### src/design/assert_macros.svh
// Assertion macros for the downscaler modules (included by aad_back).
`ifndef ASSERT_MACROS_SVH
`define ASSERT_MACROS_SVH

// Checked on every clock edge outside of reset.
`define AAD_ASSERT(lbl, prop, msg) \
  lbl: assert property (@(posedge clk_i) disable iff (!rst_ni) (prop)) else $error(msg);

// Checked on every clock edge, reset included.
`define AAD_ASSERT_ALWAYS(lbl, prop, msg) \
  lbl: assert property (@(posedge clk_i) (prop)) else $error(msg);

`endif

### src/design/aad_pkg.sv
`timescale 1ns / 1ps
package aad_pkg;

  localparam int TARGET_EDGE = 256;
  localparam int MAX_EDGE    = 2048;

  localparam int CFG_W     = 12;
  localparam int CFG_IDX_W = 2;
  localparam logic [CFG_IDX_W-1:0] CFG_SRC_WIDTH  = 2'd0;
  localparam logic [CFG_IDX_W-1:0] CFG_SRC_HEIGHT = 2'd1;

  localparam int EDGE_W  = 12;
  localparam int POS_W   = 11;
  localparam int DST_W   = 9;
  localparam int COORD_W = 8;
  localparam int PIX_W   = 8;
  localparam int NCH     = 4;
  localparam int WGT_W   = 9;
  localparam int PROD_W  = 17;
  localparam int AREA_W  = 23;
  localparam int ACC_W   = 30;
  localparam int ACC_AW  = 9;
  localparam int ACC_DEPTH = 512;
  localparam int NUM_W   = 32;
  localparam int QUO_W   = 9;
  localparam int QUO_STEPS = 9;
  localparam int SZ_W    = 21;
  localparam int QUEUE_DEPTH = 2;
  localparam int QUEUE_AW    = 1;

  typedef struct packed {
    logic [PIX_W-1:0] red_in;
    logic [PIX_W-1:0] green_in;
    logic [PIX_W-1:0] blue_in;
    logic [PIX_W-1:0] alpha_in;
  } in_pix_t;

  typedef struct packed {
    logic [PIX_W-1:0]   red_out;
    logic [PIX_W-1:0]   green_out;
    logic [PIX_W-1:0]   blue_out;
    logic [PIX_W-1:0]   alpha_out;
    logic [COORD_W-1:0] out_col;
    logic [COORD_W-1:0] out_row;
    logic               frame_last;
  } out_pix_t;

  typedef struct packed {
    in_pix_t            px;
    logic [COORD_W-1:0] xs0;
    logic [COORD_W-1:0] ys0;
    logic               two_col;
    logic               two_row;
    logic [WGT_W-1:0]   wx0;
    logic [WGT_W-1:0]   wx1;
    logic [WGT_W-1:0]   wy0;
    logic [WGT_W-1:0]   wy1;
    logic               emit;
    logic               last;
  } op_t;

  typedef struct packed {
    logic              restart;
    logic [AREA_W-1:0] area;
  } ctl_t;

endpackage

### src/design/aad_queue.sv
`timescale 1ns / 1ps
module aad_queue (
  input  logic         clk_i,
  input  logic         rst_ni,
  input  logic         flush_i,
  input  logic         push_i,
  input  aad_pkg::op_t data_i,
  input  logic         pop_i,
  output aad_pkg::op_t data_o,
  output logic         full_o,
  output logic         empty_o
);

  aad_pkg::op_t                  slot_q [aad_pkg::QUEUE_DEPTH];
  logic [aad_pkg::QUEUE_AW-1:0]  wp_q, rp_q;
  logic [aad_pkg::QUEUE_AW:0]    cnt_q;

  assign data_o  = slot_q[rp_q];
  assign full_o  = cnt_q == (aad_pkg::QUEUE_AW+1)'(aad_pkg::QUEUE_DEPTH);
  assign empty_o = cnt_q == '0;

  always_ff @(posedge clk_i) begin
    if (push_i && !full_o) slot_q[wp_q] <= data_i;
  end

  always_ff @(posedge clk_i or negedge rst_ni) begin
    if (!rst_ni) begin
      wp_q  <= '0;
      rp_q  <= '0;
      cnt_q <= '0;
    end else if (flush_i) begin
      wp_q  <= '0;
      rp_q  <= '0;
      cnt_q <= '0;
    end else begin
      if (push_i && !full_o) wp_q <= wp_q + aad_pkg::QUEUE_AW'(1);
      if (pop_i && !empty_o) rp_q <= rp_q + aad_pkg::QUEUE_AW'(1);
      if ((push_i && !full_o) && !(pop_i && !empty_o)) cnt_q <= cnt_q + 1'b1;
      else if (!(push_i && !full_o) && (pop_i && !empty_o)) cnt_q <= cnt_q - 1'b1;
    end
  end

endmodule

### config.mk
export PLATFORM = sky130hd
export DESIGN_NAME = aad_queue
export DESIGN_NICKNAME = d
export VERILOG_FILES = /design/src/design/assert_macros.svh /design/src/design/aad_pkg.sv /design/src/design/aad_queue.sv
export SDC_FILE = /design/constraint.sdc
export NUM_CORES = 1
export LEC_CHECK = 0
export ABC_AREA = 1
export BUFFER_PORTS_ARGS = -buffer_cell sky130_fd_sc_hd__clkbuf_2
export CAP_MARGIN = 20
export CORE_ASPECT_RATIO = 0.75
export CORE_MARGIN = 2
export CORE_UTILIZATION = 58
export CTS_BUF_LIST = sky130_fd_sc_hd__clkbuf_8
export CTS_CLUSTER_SIZE = 16
export DETAILED_ROUTE_END_ITERATION = 6
export GPL_TIMING_DRIVEN = 0
export PLACE_DENSITY = 0.95
export SLEW_MARGIN = 15
export SYNTH_ARGS = -nofsm -noshare
export SYNTH_HDL_FRONTEND = slang
export SYNTH_SLANG_ARGS = --single-unit
### constraint.sdc
create_clock -name clk_i -period 7.93 [get_ports clk_i]
set_input_delay 1.586 -clock clk_i [delete_from_list [all_inputs] [get_ports clk_i]]
set_output_delay 1.586 -clock clk_i [all_outputs]
set_load 0.01 [all_outputs]
# After elaboration in Yosys (flattened, before gate mapping)
# Memories as Yosys holds them, arrays and structs flattened.
# Index checks and enable logic that the tools add are counted.
# W data, S select, Z words.
# totals
memories	1
mem_bits_rw	176
out_inout_bits	90
regBits	4
# mem_list
memory	depth	width	read_ports	rd_ports_with_merged_regs	wr	line	text
slot_q	2	88	1	0	1	aad_queue.sv:14	aad_pkg::op_t slot_q [aad_pkg::QUEUE_DEPTH];
# op_classes
mux	9
eq_ne	1
reduce_logical	12
n_addsub	4
# ops
operator	n
$mux W1	6
$mux W2	3
$logic_and A1 B1 Y1	4
$logic_not A1 Y1	4
$reduce_bool A2 Y1	2
$reduce_bool A3 Y1	1
$add A1 B1 Y1 const B	2
$add A2 B1 Y2 const B	1
$eq A2 B2 Y1 const B	1
$logic_not A2 Y1	1
$sub A2 B1 Y2 const B	1

# Longest topological paths before layout
# depth
word_depth	8
ltp_mapped	7

# Worst setup path after synthesis
# No wires, ideal clock.
# synth_timing
path_kind	input-to-reg
startpoint	input port push_i
endpoint	memory slot_q[1][0] (netlist bit), enable pin
n_path_buf	0
setup_time_ns	0.536
required_time_ns	7.394
path_stages	2
path_slack_ns	2.035
t_arrival_ns	5.359
cell_sequence	nand2_2 -> nor2_1
# synth_between
elab_chain_len	3
# synth_lines
item	line	text
start, declared	aad_queue.sv:6	input logic push_i,
$logic_and A1 B1 Y1	aad_queue.sv:23	if (push_i && !full_o) slot_q[wp_q] <= data_i;
$mux W1	aad_queue.sv:23	
$mux W1 (not written as such)	aad_queue.sv:23	
end, declared	aad_queue.sv:14	
# Every way passes these cells.

==> summary.txt <==
Outcome
  – Status: finished, final reports clean

STA
  – Final Hold Viols: 0
  – Final Slew Violations: 0
  – Slew margin rel.: 0.646
  – Clock Skew: ~16 ps
  – Max Clock Freq: 294 MHz
  – Total negative slack: 0 ps
  – Final setup violation count: 0
  – Fin crit period: between 3000 and 4000 ps
  – Worst Max-Slew Pin Slew: 531 ps
  – Final worst path period share: 0.428
  – RSZ-0062 raised after global routing: false

Floorplanning
  – Rows: 33
  – Core box area: around 11000 um2
  – IO Count: 183
  – Die Wd: 128 um
  – Starting Density: 0.601
  – Die outline height: 96.7 um
  – Die Footprint: roughly 12000 um2

Logic synthesis
  – Netlist cell types: 16
  – Post-synth ARST share: 0.0222
  – Top post-synthesis cells by area: edfxtp_1 80%, nand2_1 15%, dfrtp_1 1.5%
  – Most frequent cells after synthesis: 273 x nand2_1, 176 x edfxtp_1, 10 x buf_2
  – FF+latch count, synth: 180
  – Seq/Total Area, Yosys: 0.810
  – Post-synth EDFFs: 176
  – Cell count after synthesis: 501
  – Largest area contributor in the netlist: edfxtp_1
  – Synthesized area: 6650 um2
  – Top-area cell type share of the netlist area: 0.795
  – Synth Flop Type: edfxtp_1
  – Synth warnings: 0
  – Net Count, Synth: 594
  – Syn avg cell area: 13.3 um2
  – Top-count cell post-synth: nand2_1

Cells and area
  – Layout cells sized above 1: 0.334
  – Design area: 8290 um2
  – Area Growth Syn to Fin: 24.7%
  – Fillers: between 600 and 700
  – Sequential cell area: 5390 um2
  – Antenna Cells: 0
  – Multi-input logic area: between 1000 and 1500 um2
  – Non-Filler Instances: 861
  – Final net count: 801

Place
  – Cell Area, Placed: 7880 um2
  – Dpl cells: around 830
  – GPL Wtd Cong: 0.790
  – HPWL after detailed placement: 9.66 mm
  – IO Port Bufs: 182

Power
  – LEAKAGE: ~3.6 nW
  – PwrDens: 275 nW/um2
  – Worst VDD drop: about 0.19 mV

Clocking
  – Clock-pin slew on the worst setup and hold paths: roughly 80 ps
  – Clock latency at the later pin of the worst-skew pair: 440 ps
  – Cts hold-fix bufs: 0
  – CTS Buf Count: 17
  – Setup repair bufs after CTS: 0
  – # resized after CTS: 0
  – CTS root buf: clkbuf_8
  – Clk sinks: 180
  – Maximum clock insertion buffer count: 2
  – CTS tree: yes
  – H-tree lvl count: 4

Global route
  – Largest net degree at the start of global routing: 31
  – First-pass GRT wire length: about 21 mm
  – Initial antenna violation count: 0
  – Number of global-route vias before repair: approximately 4600
  – Overflow after GRT: 0
  – Total GRT Usage: 0.228

Worst setup path
  – Critical path fanouts, max: 10
  – Req. time, crit path: 6340 ps
  – CP endpoint kind: output pin
  – Reg2reg path depth: 6
  – CP arrival: 1810 ps
  – Setup CP Type: register to output pin
  – Startpoint Class: register

Worst hold path
  – Min-delay worst type: register to register
  – WHS Path Cells: 3

Drt
  – Wire per inst: 15.9 um
  – Drt first pass iters: 4
  – Remaining DRCs: 0
  – Detail Route Antenna Nets: 0
  – Vias/cell: 5.12
  – Iter 0 DRT Violations: roughly 300
  – WL final: 13.7 mm
  – Via count: approximately 4400

Run
  – MaxCap Viol Count: 0
==> worst paths after layout <==
path,slack (ps),from,to
worst max-delay path,4530,rp_q,data_o[24]
worst min-delay path,680,cnt_q[0],cnt_q[0]
worst max register to register,5960,cnt_q[0],slot_q[0][38]
worst min register to register,680,cnt_q[0],cnt_q[0]
max in group asynchronous,6860,rst_ni,wp_q
min in group asynchronous,950,rst_ni,cnt_q[0]
==> where the power goes <==
| part | leakage, nW | total (mW) | switching, mW | internal [mW] |
|---|---|---|---|---|
| Clock | 0.214 | 0.639 | 0.324 | 0.315 |
| Sequential | 1.69 | 1.18 | 0.0266 | 1.15 |
| Combinational | 1.74 | 0.462 | 0.300 | 0.162 |
==> logic make-up (layout without fill, tap and decap cells) <==
logic type	Yosys count	in the layout	share of synthesized area
compound gates	4	4	0.00358
buf+inv	27	247	0.0194
flops	180	180	0.810
simple gates	290	290	0.167
==> flip-flops by register name, summed over array words and instances, names as in the netlist <==
name and cells:
cnt_q 2, slot_q 176, rp_q 1, wp_q 1
==> layout make-up <==
cell class | count | area share
multi-input cells | 294 | 0.138
inverters | 8 | 0.00362
clock inverters | 15 | 0.0217
plain buffers | 19 | 0.0119
repair buffers | 188 | 0.125
well taps | 140 | 0.0211
clock buffers | 17 | 0.0282
flip-flops and latches | 180 | 0.650
==> critical path, cell delays in order (launching register included) <==
cell and delay [ps]:
dfrtp_1 320, buf_2 210, clkbuf_1 450, nand2_1 140, nand2_1 120, clkbuf_2 130
==> cells in the final DEF (no fill, tap or decap), drive strengths merged <==
cell type	count
nand2	277
clkbuf	204
edfxtp	176
buf	20
inv	14
nor2	8
clkinv	5
nand3	4
dfrtp	4
bufinv	3
o21ai	2
a21oi	2
nand4	1
clkinvlp	1
==> layer usage <==
metal	global-route usage	part of all wire	vias up	wire length, um
met5	0	0	-	0
met4	0.0828	0.016	0	224
met3	0.0658	0.083	25	1150
met2	0.395	0.51	196	6950
met1	0.273	0.39	2083	5410
li1	-	-	2102	-
==> stage by stage <==
| stage | utilization | total power [mW] | hold slack, ps | setup WS [ps] |
|---|---|---|---|---|
| floorplan | - | 1.45 | 525 | 2030 |
| global placement | 0.699 | 1.63 | 558 | 208 |
| detailed placement | 0.712 | 1.66 | 647 | 4940 |
| CTS | 0.749 | 2.30 | 660 | 4520 |
| global route | 0.749 | 2.38 | 700 | 4370 |
| finish | 0.749 | 2.28 | 676 | 4530 |
No activity file was read; power rests on OpenSTA's default activity.
