===== src/design/assert_macros.svh =====
// Assertion macros for the downscaler modules (included by aad_back).
`ifndef ASSERT_MACROS_SVH
`define ASSERT_MACROS_SVH

// Checked on every clock edge outside of reset.
`define AAD_ASSERT(lbl, prop, msg) \
  lbl: assert property (@(posedge clk_i) disable iff (!rst_ni) (prop)) else $error(msg);

// Checked on every clock edge, reset included.
`define AAD_ASSERT_ALWAYS(lbl, prop, msg) \
  lbl: assert property (@(posedge clk_i) (prop)) else $error(msg);

`endif


===== src/design/aad_pkg.sv =====
`timescale 1ns / 1ps
package aad_pkg;

  localparam int TARGET_EDGE = 256;
  localparam int MAX_EDGE    = 2048;

  localparam int CFG_W     = 12;
  localparam int CFG_IDX_W = 2;
  localparam logic [CFG_IDX_W-1:0] CFG_SRC_WIDTH  = 2'd0;
  localparam logic [CFG_IDX_W-1:0] CFG_SRC_HEIGHT = 2'd1;

  localparam int EDGE_W  = 12;
  localparam int POS_W   = 11;
  localparam int DST_W   = 9;
  localparam int COORD_W = 8;
  localparam int PIX_W   = 8;
  localparam int NCH     = 4;
  localparam int WGT_W   = 9;
  localparam int PROD_W  = 17;
  localparam int AREA_W  = 23;
  localparam int ACC_W   = 30;
  localparam int ACC_AW  = 9;
  localparam int ACC_DEPTH = 512;
  localparam int NUM_W   = 32;
  localparam int QUO_W   = 9;
  localparam int QUO_STEPS = 9;
  localparam int SZ_W    = 21;
  localparam int QUEUE_DEPTH = 2;
  localparam int QUEUE_AW    = 1;

  typedef struct packed {
    logic [PIX_W-1:0] red_in;
    logic [PIX_W-1:0] green_in;
    logic [PIX_W-1:0] blue_in;
    logic [PIX_W-1:0] alpha_in;
  } in_pix_t;

  typedef struct packed {
    logic [PIX_W-1:0]   red_out;
    logic [PIX_W-1:0]   green_out;
    logic [PIX_W-1:0]   blue_out;
    logic [PIX_W-1:0]   alpha_out;
    logic [COORD_W-1:0] out_col;
    logic [COORD_W-1:0] out_row;
    logic               frame_last;
  } out_pix_t;

  typedef struct packed {
    in_pix_t            px;
    logic [COORD_W-1:0] xs0;
    logic [COORD_W-1:0] ys0;
    logic               two_col;
    logic               two_row;
    logic [WGT_W-1:0]   wx0;
    logic [WGT_W-1:0]   wx1;
    logic [WGT_W-1:0]   wy0;
    logic [WGT_W-1:0]   wy1;
    logic               emit;
    logic               last;
  } op_t;

  typedef struct packed {
    logic              restart;
    logic [AREA_W-1:0] area;
  } ctl_t;

endpackage


===== src/design/aad_front.sv =====
`timescale 1ns / 1ps
module aad_front (
  input  logic                           clk_i,
  input  logic                           rst_ni,
  input  logic                           in_valid_i,
  output logic                           in_stall_o,
  input  aad_pkg::in_pix_t               in_data_i,
  input  logic                           cfg_we_i,
  input  logic [aad_pkg::CFG_IDX_W-1:0]  cfg_index_i,
  input  logic [aad_pkg::CFG_W-1:0]      cfg_data_i,
  input  logic                           clr_busy_i,
  input  logic                           q_full_i,
  output logic                           push_o,
  output aad_pkg::op_t                   op_o,
  output aad_pkg::ctl_t                  ctl_o
);

  logic [aad_pkg::CFG_W-1:0]   reg_w_q, reg_h_q;
  logic [aad_pkg::EDGE_W-1:0]  w_eff, h_eff, m_eff;
  logic                        sz_load_q;
  logic [3:0]                  sz_cnt_q;
  logic [aad_pkg::SZ_W-1:0]    remw_q, remh_q, dsh_q, remw_d, remh_d;
  logic [aad_pkg::QUO_W-1:0]   qw_q, qh_q, qw_d, qh_d;
  logic                        gew, geh, ident;
  logic [aad_pkg::DST_W-1:0]   dw_q, dh_q;
  logic [aad_pkg::AREA_W-1:0]  area_q;
  logic [2*aad_pkg::EDGE_W-1:0] area_full;
  logic [aad_pkg::POS_W-1:0]   sx_q, sy_q, crem_q, rrem_q;
  logic [aad_pkg::COORD_W-1:0] xs_q, ys_q;
  logic [aad_pkg::EDGE_W-1:0]  cend, rend, wx0_f, wx1_f, wy0_f, wy1_f, sx_inc, sy_inc;
  logic                        two_col, two_row, col_done, row_done, cfg_hit, accept;

  function automatic logic [aad_pkg::EDGE_W-1:0] eff(input logic [aad_pkg::CFG_W-1:0] v);
    logic [aad_pkg::EDGE_W-1:0] r;
    r = v;
    if (v == '0) r = aad_pkg::EDGE_W'(1);
    else if (v > aad_pkg::CFG_W'(aad_pkg::MAX_EDGE)) r = aad_pkg::EDGE_W'(aad_pkg::MAX_EDGE);
    return r;
  endfunction

  assign w_eff = eff(reg_w_q);
  assign h_eff = eff(reg_h_q);
  assign m_eff = (w_eff > h_eff) ? w_eff : h_eff;
  assign ident = (w_eff <= aad_pkg::EDGE_W'(aad_pkg::TARGET_EDGE)) &&
                 (h_eff <= aad_pkg::EDGE_W'(aad_pkg::TARGET_EDGE));
  assign area_full = w_eff * h_eff;

  assign gew    = remw_q >= dsh_q;
  assign geh    = remh_q >= dsh_q;
  assign remw_d = gew ? remw_q - dsh_q : remw_q;
  assign remh_d = geh ? remh_q - dsh_q : remh_q;
  assign qw_d   = {qw_q[aad_pkg::QUO_W-2:0], gew};
  assign qh_d   = {qh_q[aad_pkg::QUO_W-2:0], geh};

  assign cfg_hit = cfg_we_i && (cfg_index_i == aad_pkg::CFG_SRC_WIDTH ||
                                cfg_index_i == aad_pkg::CFG_SRC_HEIGHT);
  assign in_stall_o = sz_load_q || (sz_cnt_q != '0) || clr_busy_i || q_full_i;
  assign accept = in_valid_i && !in_stall_o;

  assign cend     = {1'b0, crem_q} + {3'b0, dw_q};
  assign rend     = {1'b0, rrem_q} + {3'b0, dh_q};
  assign two_col  = cend > w_eff;
  assign two_row  = rend > h_eff;
  assign col_done = cend >= w_eff;
  assign row_done = rend >= h_eff;
  assign wx0_f    = two_col ? w_eff - {1'b0, crem_q} : {3'b0, dw_q};
  assign wx1_f    = cend - w_eff;
  assign wy0_f    = two_row ? h_eff - {1'b0, rrem_q} : {3'b0, dh_q};
  assign wy1_f    = rend - h_eff;
  assign sx_inc   = {1'b0, sx_q} + aad_pkg::EDGE_W'(1);
  assign sy_inc   = {1'b0, sy_q} + aad_pkg::EDGE_W'(1);

  always_comb begin
    op_o.px      = in_data_i;
    op_o.xs0     = xs_q;
    op_o.ys0     = ys_q;
    op_o.two_col = two_col;
    op_o.two_row = two_row;
    op_o.wx0     = wx0_f[aad_pkg::WGT_W-1:0];
    op_o.wx1     = wx1_f[aad_pkg::WGT_W-1:0];
    op_o.wy0     = wy0_f[aad_pkg::WGT_W-1:0];
    op_o.wy1     = wy1_f[aad_pkg::WGT_W-1:0];
    op_o.emit    = col_done && row_done;
    op_o.last    = ({1'b0, xs_q} + aad_pkg::DST_W'(1) == dw_q) &&
                   ({1'b0, ys_q} + aad_pkg::DST_W'(1) == dh_q);
  end

  assign push_o        = accept;
  assign ctl_o.restart = cfg_hit;
  assign ctl_o.area    = area_q;

  always_ff @(posedge clk_i or negedge rst_ni) begin
    if (!rst_ni) begin
      reg_w_q   <= aad_pkg::CFG_W'(aad_pkg::TARGET_EDGE);
      reg_h_q   <= aad_pkg::CFG_W'(aad_pkg::TARGET_EDGE);
      sz_load_q <= 1'b0;
      sz_cnt_q  <= '0;
      remw_q    <= '0;
      remh_q    <= '0;
      dsh_q     <= '0;
      qw_q      <= '0;
      qh_q      <= '0;
      dw_q      <= aad_pkg::DST_W'(aad_pkg::TARGET_EDGE);
      dh_q      <= aad_pkg::DST_W'(aad_pkg::TARGET_EDGE);
      area_q    <= aad_pkg::AREA_W'(aad_pkg::TARGET_EDGE * aad_pkg::TARGET_EDGE);
      sx_q      <= '0;
      sy_q      <= '0;
      crem_q    <= '0;
      rrem_q    <= '0;
      xs_q      <= '0;
      ys_q      <= '0;
    end else if (cfg_hit) begin
      if (cfg_index_i == aad_pkg::CFG_SRC_WIDTH) reg_w_q <= cfg_data_i;
      else reg_h_q <= cfg_data_i;
      sz_load_q <= 1'b1;
      sz_cnt_q  <= '0;
      sx_q      <= '0;
      sy_q      <= '0;
      crem_q    <= '0;
      rrem_q    <= '0;
      xs_q      <= '0;
      ys_q      <= '0;
    end else if (sz_load_q) begin
      sz_load_q <= 1'b0;
      remw_q    <= {w_eff, 9'd0} + {9'd0, m_eff};
      remh_q    <= {h_eff, 9'd0} + {9'd0, m_eff};
      dsh_q     <= {m_eff, 9'd0};
      qw_q      <= '0;
      qh_q      <= '0;
      sz_cnt_q  <= 4'(aad_pkg::QUO_STEPS);
      area_q    <= area_full[aad_pkg::AREA_W-1:0];
    end else if (sz_cnt_q != '0) begin
      remw_q   <= remw_d;
      remh_q   <= remh_d;
      qw_q     <= qw_d;
      qh_q     <= qh_d;
      dsh_q    <= dsh_q >> 1;
      sz_cnt_q <= sz_cnt_q - 4'd1;
      if (sz_cnt_q == 4'd1) begin
        if (ident) begin
          dw_q <= w_eff[aad_pkg::DST_W-1:0];
          dh_q <= h_eff[aad_pkg::DST_W-1:0];
        end else begin
          dw_q <= (qw_d == '0) ? aad_pkg::DST_W'(1) : qw_d;
          dh_q <= (qh_d == '0) ? aad_pkg::DST_W'(1) : qh_d;
        end
      end
    end else if (accept) begin
      if (sx_inc >= w_eff) begin
        sx_q   <= '0;
        crem_q <= '0;
        xs_q   <= '0;
        if (sy_inc >= h_eff) begin
          sy_q   <= '0;
          rrem_q <= '0;
          ys_q   <= '0;
        end else begin
          sy_q <= sy_inc[aad_pkg::POS_W-1:0];
          if (row_done) begin
            rrem_q <= wy1_f[aad_pkg::POS_W-1:0];
            ys_q   <= ys_q + aad_pkg::COORD_W'(1);
          end else begin
            rrem_q <= rend[aad_pkg::POS_W-1:0];
          end
        end
      end else begin
        sx_q <= sx_inc[aad_pkg::POS_W-1:0];
        if (col_done) begin
          crem_q <= wx1_f[aad_pkg::POS_W-1:0];
          xs_q   <= xs_q + aad_pkg::COORD_W'(1);
        end else begin
          crem_q <= cend[aad_pkg::POS_W-1:0];
        end
      end
    end
  end

endmodule


===== config.mk =====
export PLATFORM = sky130hd
export DESIGN_NAME = aad_front
export DESIGN_NICKNAME = d
export VERILOG_FILES = /design/src/design/assert_macros.svh /design/src/design/aad_pkg.sv /design/src/design/aad_front.sv
export SDC_FILE = /design/constraint.sdc
export NUM_CORES = 1
export LEC_CHECK = 0
export BUFFER_PORTS_ARGS = -buffer_cell sky130_fd_sc_hd__buf_2
export CORE_MARGIN = 4
export CORE_UTILIZATION = 62
export DETAILED_ROUTE_END_ITERATION = 8
export PLACE_DENSITY = 0.81
export SYNTH_ARGS = -nofsm -noshare
export SYNTH_HDL_FRONTEND = slang
export SYNTH_SLANG_ARGS = --single-unit

===== constraint.sdc =====
create_clock -name clk_i -period 8.15 [get_ports clk_i]
set_input_delay 1.2225 -clock clk_i [delete_from_list [all_inputs] [get_ports clk_i]]
set_output_delay 1.2225 -clock clk_i [all_outputs]
set_load 0.03 [all_outputs]

# --- Word-level counts from Yosys, hierarchy flattened ---
# Cells that the tools add are included.
word_totals:
  in_bits: 52
  word_cells: 157
  register_bits: 209
  out_inout_bits: 114
classes:
  bitwise: 3
  n_eq_ne: 6
  addsub: 17
  reduce_logical: 35
  mux: 64
  n_mul: 1
  magnitude_cmp: 13
op_table:
  columns: ["op", "count"]
  rows:
  - ["11-bit 2-to-1 mux", 24]
  - ["21-bit 2-to-1 mux", 8]
  - ["8-bit 2-to-1 mux", 17]
  - ["12-bit 2-to-1 mux", 5]
  - ["9-bit 2-to-1 mux", 6]
  - ["12-bit >= comparator", 4]
  - ["21-bit by 12-bit adder with 21-bit output", 2]
  - ["21-bit >= comparator", 2]
  - ["21-bit subtractor", 2]
  - ["12-bit greater-than comparator", 3]
  - ["11-bit by 1-bit adder with 12-bit output (second input constant)", 2]
  - ["11-bit by 9-bit adder with 12-bit output", 2]
  - ["12-bit greater-than comparator (second input constant)", 2]
  - ["12-bit by 9-bit less-or-equal comparator with 1-bit output (second input constant)", 2]
  - ["12-bit zero test", 2]
  - ["12-bit by 12-bit multiplier with 23-bit output", 1]
  - ["11-bit subtractor", 2]
  - ["8-bit by 1-bit adder with 9-bit output (second input constant)", 2]
  - ["9-bit == test", 2]
  - ["9-bit zero test", 2]
  - ["9-bit subtractor", 2]
  - ["8-bit by 1-bit adder with 8-bit output (second input constant)", 2]
  - ["4-bit 2-to-1 mux", 3]
  - ["4-bit AND reduction", 3]
  - ["other kinds (17)", 37]

# --- Longest topological paths before layout ---
depth:
  word_depth: 11
  ltp_mapped: 27

# --- Worst setup path before layout ---
# OpenSTA, ideal clock, no wires.
synth_path:
  path_kind: "register to register"
  from: "register reg_w_q[11] (netlist bit)"
  to: "register area_q[21] (netlist bit)"
  setup_ps: 133
  path_stages_with_launch: 26
  arrival_ps: 6492
  setup_slack_ps: 1524
  t_required_ps: 8017
  path_buffers: 3
  path_cell_list: "dfrtp_1 clkbuf_1 clkbuf_1 inv_1 clkbuf_1 nand2_1 inv_1 nand2_1 fa_1 fa_1 fa_1 inv_1 fa_1 inv_1 fa_1 inv_1 ha_1 a21o_1 a21o_1 a21o_1 o41ai_2 nor3_1 or3_1 a21oi_1 xor2_1 o21ai_0"
synth_via:
  elab_chain_cells: 4
synth_lines:
  columns: ["item", "line_no", "source"]
  rows:
  - ["start: declaration", "aad_front.sv:18", "logic [aad_pkg::CFG_W-1:0] reg_w_q, reg_h_q;"]
  - ["start signal: assignment", "aad_front.sv:94", "reg_w_q <= aad_pkg::CFG_W'(aad_pkg::TARGET_EDGE);"]
  - ["start signal: assignment", "aad_front.sv:113", "if (cfg_index_i == aad_pkg::CFG_SRC_WIDTH) reg_w_q <= cfg_data_i;"]
  - ["12-bit greater-than comparator", "aad_front.sv:37", "else if (v > aad_pkg::CFG_W'(aad_pkg::MAX_EDGE)) r = aad_pkg::EDGE_W'(aad_pkg::MAX_EDGE);"]
  - ["12-bit 2-to-1 mux", "aad_front.sv:37", null]
  - ["12-bit 2-to-1 mux *", "aad_front.sv:36", "if (v == '0) r = aad_pkg::EDGE_W'(1);"]
  - ["12-bit by 12-bit multiplier with 23-bit output *", "aad_front.sv:46", "assign area_full = w_eff * h_eff;"]
  - ["end signal: assignment", "aad_front.sv:105", "area_q <= aad_pkg::AREA_W'(aad_pkg::TARGET_EDGE * aad_pkg::TARGET_EDGE);"]
  - ["end signal: assignment", "aad_front.sv:131", "area_q <= area_full[aad_pkg::AREA_W-1:0];"]
  - ["end: declaration", "aad_front.sv:26", "logic [aad_pkg::AREA_W-1:0] area_q;"]
# Mark *: on every way between the ends. The rest lies on a longest branch, timed or not.
# A chain may end at the register's enable or synchronous reset.

# --- Worst setup path after layout ---
layout_path:
  from: "register reg_w_q[5] (netlist bit)"
  to: "register area_q[21] (netlist bit)"
# Same word-level chain as after synthesis.

==> impl_metrics.json <==
{
  "status": "finished clean",
  "grt_pass1_vias": 17900,
  "gr-total-overflow": 0,
  "slew_headroom_pct": 25.1,
  "rr_worst_depth": 23,
  "root_buffer": "clkbuf_16",
  "ys.flop_type": "dfrtp_1",
  "rsz0062_at_grt": "false",
  "final_cell_mix": "nand2_1, inv_1, ha_1",
  "gp_congestion": 0.964,
  "clock_latency_ns": 0.56,
  "cp_max_fo": 11,
  "initial_core_util_pct": 63.0,
  "synthCells": 2393,
  "setup_viol": 0,
  "wirelength_mm": 58.9,
  "tightest_slew_ns": 1.12,
  "multiInputGateArea_um2": 13800,
  "cts_hold_buf": 0,
  "reg2reg_from": "reg_w_q[5]",
  "port_buffers": 101,
  "rows": 66,
  "cts.sinks": 209,
  "hpwl_mm": 44.3,
  "hold_violations": 0,
  "postCtsSetupRepairBufs": 0,
  "via_per_inst": 6.10,
  "tns_ns": 0,
  "endpoint_kind": "flip-flop",
  "syn_avg_cell_area_um2": 8.59,
  "fin_cells": 2904,
  "ioPinCount": 166,
  "p_leak_nw": 10.9,
  "cts_buffer_depth": 3,
  "cts_buffers": 25,
  "nets": 2824,
  "area_delta_synth_final_pct": 8.18,
  "synth-seq-area-share_pct": 25.5,
  "crit_start": "reg_w_q[5]",
  "postCtsResizedCells": 0,
  "grt_max_degree": 169,
  "worst_slack_ns": 0.949,
  "synth-seq-cells": 209,
  "worst-setup-path-type": "flip-flop to flip-flop",
  "synth_cell_type_count": 83,
  "maxCapViolCount": 0,
  "drc": 0,
  "htree_levels": 1,
  "hp-start": "area_q[7]",
  "synth_nets": 2774,
  "finalPower_w": 0.0105,
  "grt_pass1_wl_mm": 94.6,
  "vdd.ir_drop.worst_mv": 0.745,
  "whs_path_depth": 2,
  "min_path_type": "flip-flop to flip-flop",
  "synthArstFlopShare_pct": 100,
  "antenna_found_initial": 1,
  "core_um2": 32600,
  "dpl_cell_area_um2": 21300,
  "fin_area_um2": 22200,
  "report.final.slew_viol_count": 0,
  "first_pass_iters": 7,
  "cts_tree": "done",
  "fmax_mhz": 139,
  "fill_cells": 2643,
  "first_iter_violations": 1553,
  "antenna_cells": 0,
  "clk_pin_slew_worst_paths_ns": 0.06,
  "p_per_area_nw_per_um2": 471,
  "dieArea_um2": 36100,
  "fin_skew_ns": 0.0115,
  "avgRoutedWirePerCell_um": 20.3,
  "post-place-ws_ns": 1.01,
  "antenna_left": 0,
  "seq_area_um2": 5240,
  "track_usage_pct": 32.4,
  "placedCellCount": 2858,
  "start_kind": "flip-flop",
  "vias": 17700,
  "drive_gt1_share_pct": 10.9,
  "synth_edf_count": 0,
  "fin_crit_sh_pct": 88.4,
  "ys_warn_count": 0,
  "post-route-min-period_ns": 7.20,
  "syn-cell-area_um2": 20600,
  "layout_commonest_cell": "nand2_1",
  "die_y_um": 190,
  "arrival_ns": 7.67,
  "worst-endpoint-required_ns": 8.61,
  "die_w_um": 190
}
==> final timing paths <==
| path | endpoint | slack [ns] |
|---|---|---|
| setup / recovery | area_q[21] | 0.95 |
| hold / removal | area_q[7] | 0.47 |
| setup reg to reg | area_q[21] | 0.95 |
| hold reg to reg | area_q[7] | 0.47 |
| max in group asynchronous | sz_load_q | 6.29 |
| min in group asynchronous | area_q[12] | 0.59 |
==> critical path: stages (launching register included) <==
cell	delay [ns]
dfrtp_1	0.39
or4_1	0.54
nor4_2	0.27
a21oi_1	0.16
nor2_4	0.37
nand2_1	0.16
fa_1	0.56
fa_1	0.55
inv_1	0.06
fa_1	0.50
fa_1	0.55
inv_1	0.06
fa_1	0.53
inv_1	0.05
ha_1	0.36
nand3_1	0.13
or2_2	0.31
o31ai_1	0.51
o41ai_2	0.20
nor3_1	0.32
or3_1	0.17
a21oi_1	0.07
xor2_1	0.14
o21ai_0	0.16
==> routing by layer <==
layer / vias to the layer above / global-route usage, % / routed length, um
met2: 818 / 53.1 / 26900
met5: - / 0 / 13
met3: 168 / 5.28 / 5050
li1: 8199 / - / -
met4: 2 / 11.9 / 2560
met1: 8533 / 43.8 / 24400
==> sequential cells by signal, indices dropped and copies added (netlist names), 11 cells and up <==
| register | cells |
|---|---|
| area_q | 23 |
| dsh_q | 21 |
| remh_q | 21 |
| remw_q | 21 |
| reg_h_q | 12 |
| reg_w_q | 12 |
| crem_q | 11 |
| rrem_q | 11 |
| sx_q | 11 |
| sy_q | 11 |
==> cells by family after synthesis <==
kind of cell	Yosys count	synth area share (%)
simple gates	706	15.6
compound gates	543	16.5
buf+inv	369	7.50
fa+ha+maj	329	24.0
flops	209	25.5
xor+xnor	157	6.69
mux	80	4.19
==> power by group <==
| part | internal (W) | switching [W] | leakage [nW] |
|---|---|---|---|
| clock network | 0.000708 | 0.000501 | 0.420 |
| registers | 0.00141 | 0.000347 | 2.67 |
| logic | 0.00289 | 0.00462 | 7.80 |
| total | 0.00501 | 0.00546 | 10.9 |
==> Yosys cell counts (11+ instances only) <==
master / instances / share of area [%]
nand2_1: 292 / 5.3
inv_1: 239 / 4.4
ha_1: 220 / 13
dfrtp_1: 204 / 25
o21ai_0: 194 / 4.7
nor2_1: 177 / 3.2
a21oi_1: 123 / 3.0
fa_1: 109 / 11
xnor2_1: 103 / 4.4
clkbuf_1: 68 / 1.2
a21o_1: 54 / 2.0
xor2_1: 54 / 2.3
mux2_2: 47 / 2.6
nor2b_1: 43 / 1.3
nand3_1: 40 / 0.97
buf_4: 37 / 1.4
nand2b_1: 35 / 1.1
mux2i_1: 32 / 1.6
nor3_1: 30 / 0.73
and3_1: 24 / 0.73
o21a_1: 17 / 0.62
o31ai_1: 17 / 0.62
a211oi_1: 16 / 0.58
a22o_1: 16 / 0.68
nor4_1: 16 / 0.49
o21bai_1: 11 / 0.40
o22ai_1: 11 / 0.33
==> cell type report <==
cell class | instances | area share, %
Clock inverter | 20 | 1.11
Inverter | 251 | 4.24
Tap cell | 442 | 2.49
Sequential cell | 209 | 23.6
Timing Repair Buffer | 141 | 3.72
Clock buffer | 26 | 2.88
Multi-Input combinational cell | 1815 | 62.0
==> per-stage QoR <==
step	utilization (%)	hold slack [ns]
2_1_floorplan	-	0.449
3_3_place_gp	65.5	0.456
3_5_place_dp	65.5	0.463
4_1_cts	68.2	0.476
5_1_grt	68.2	0.495
6_report	68.2	0.470
Power figures use the tool's default switching activity.
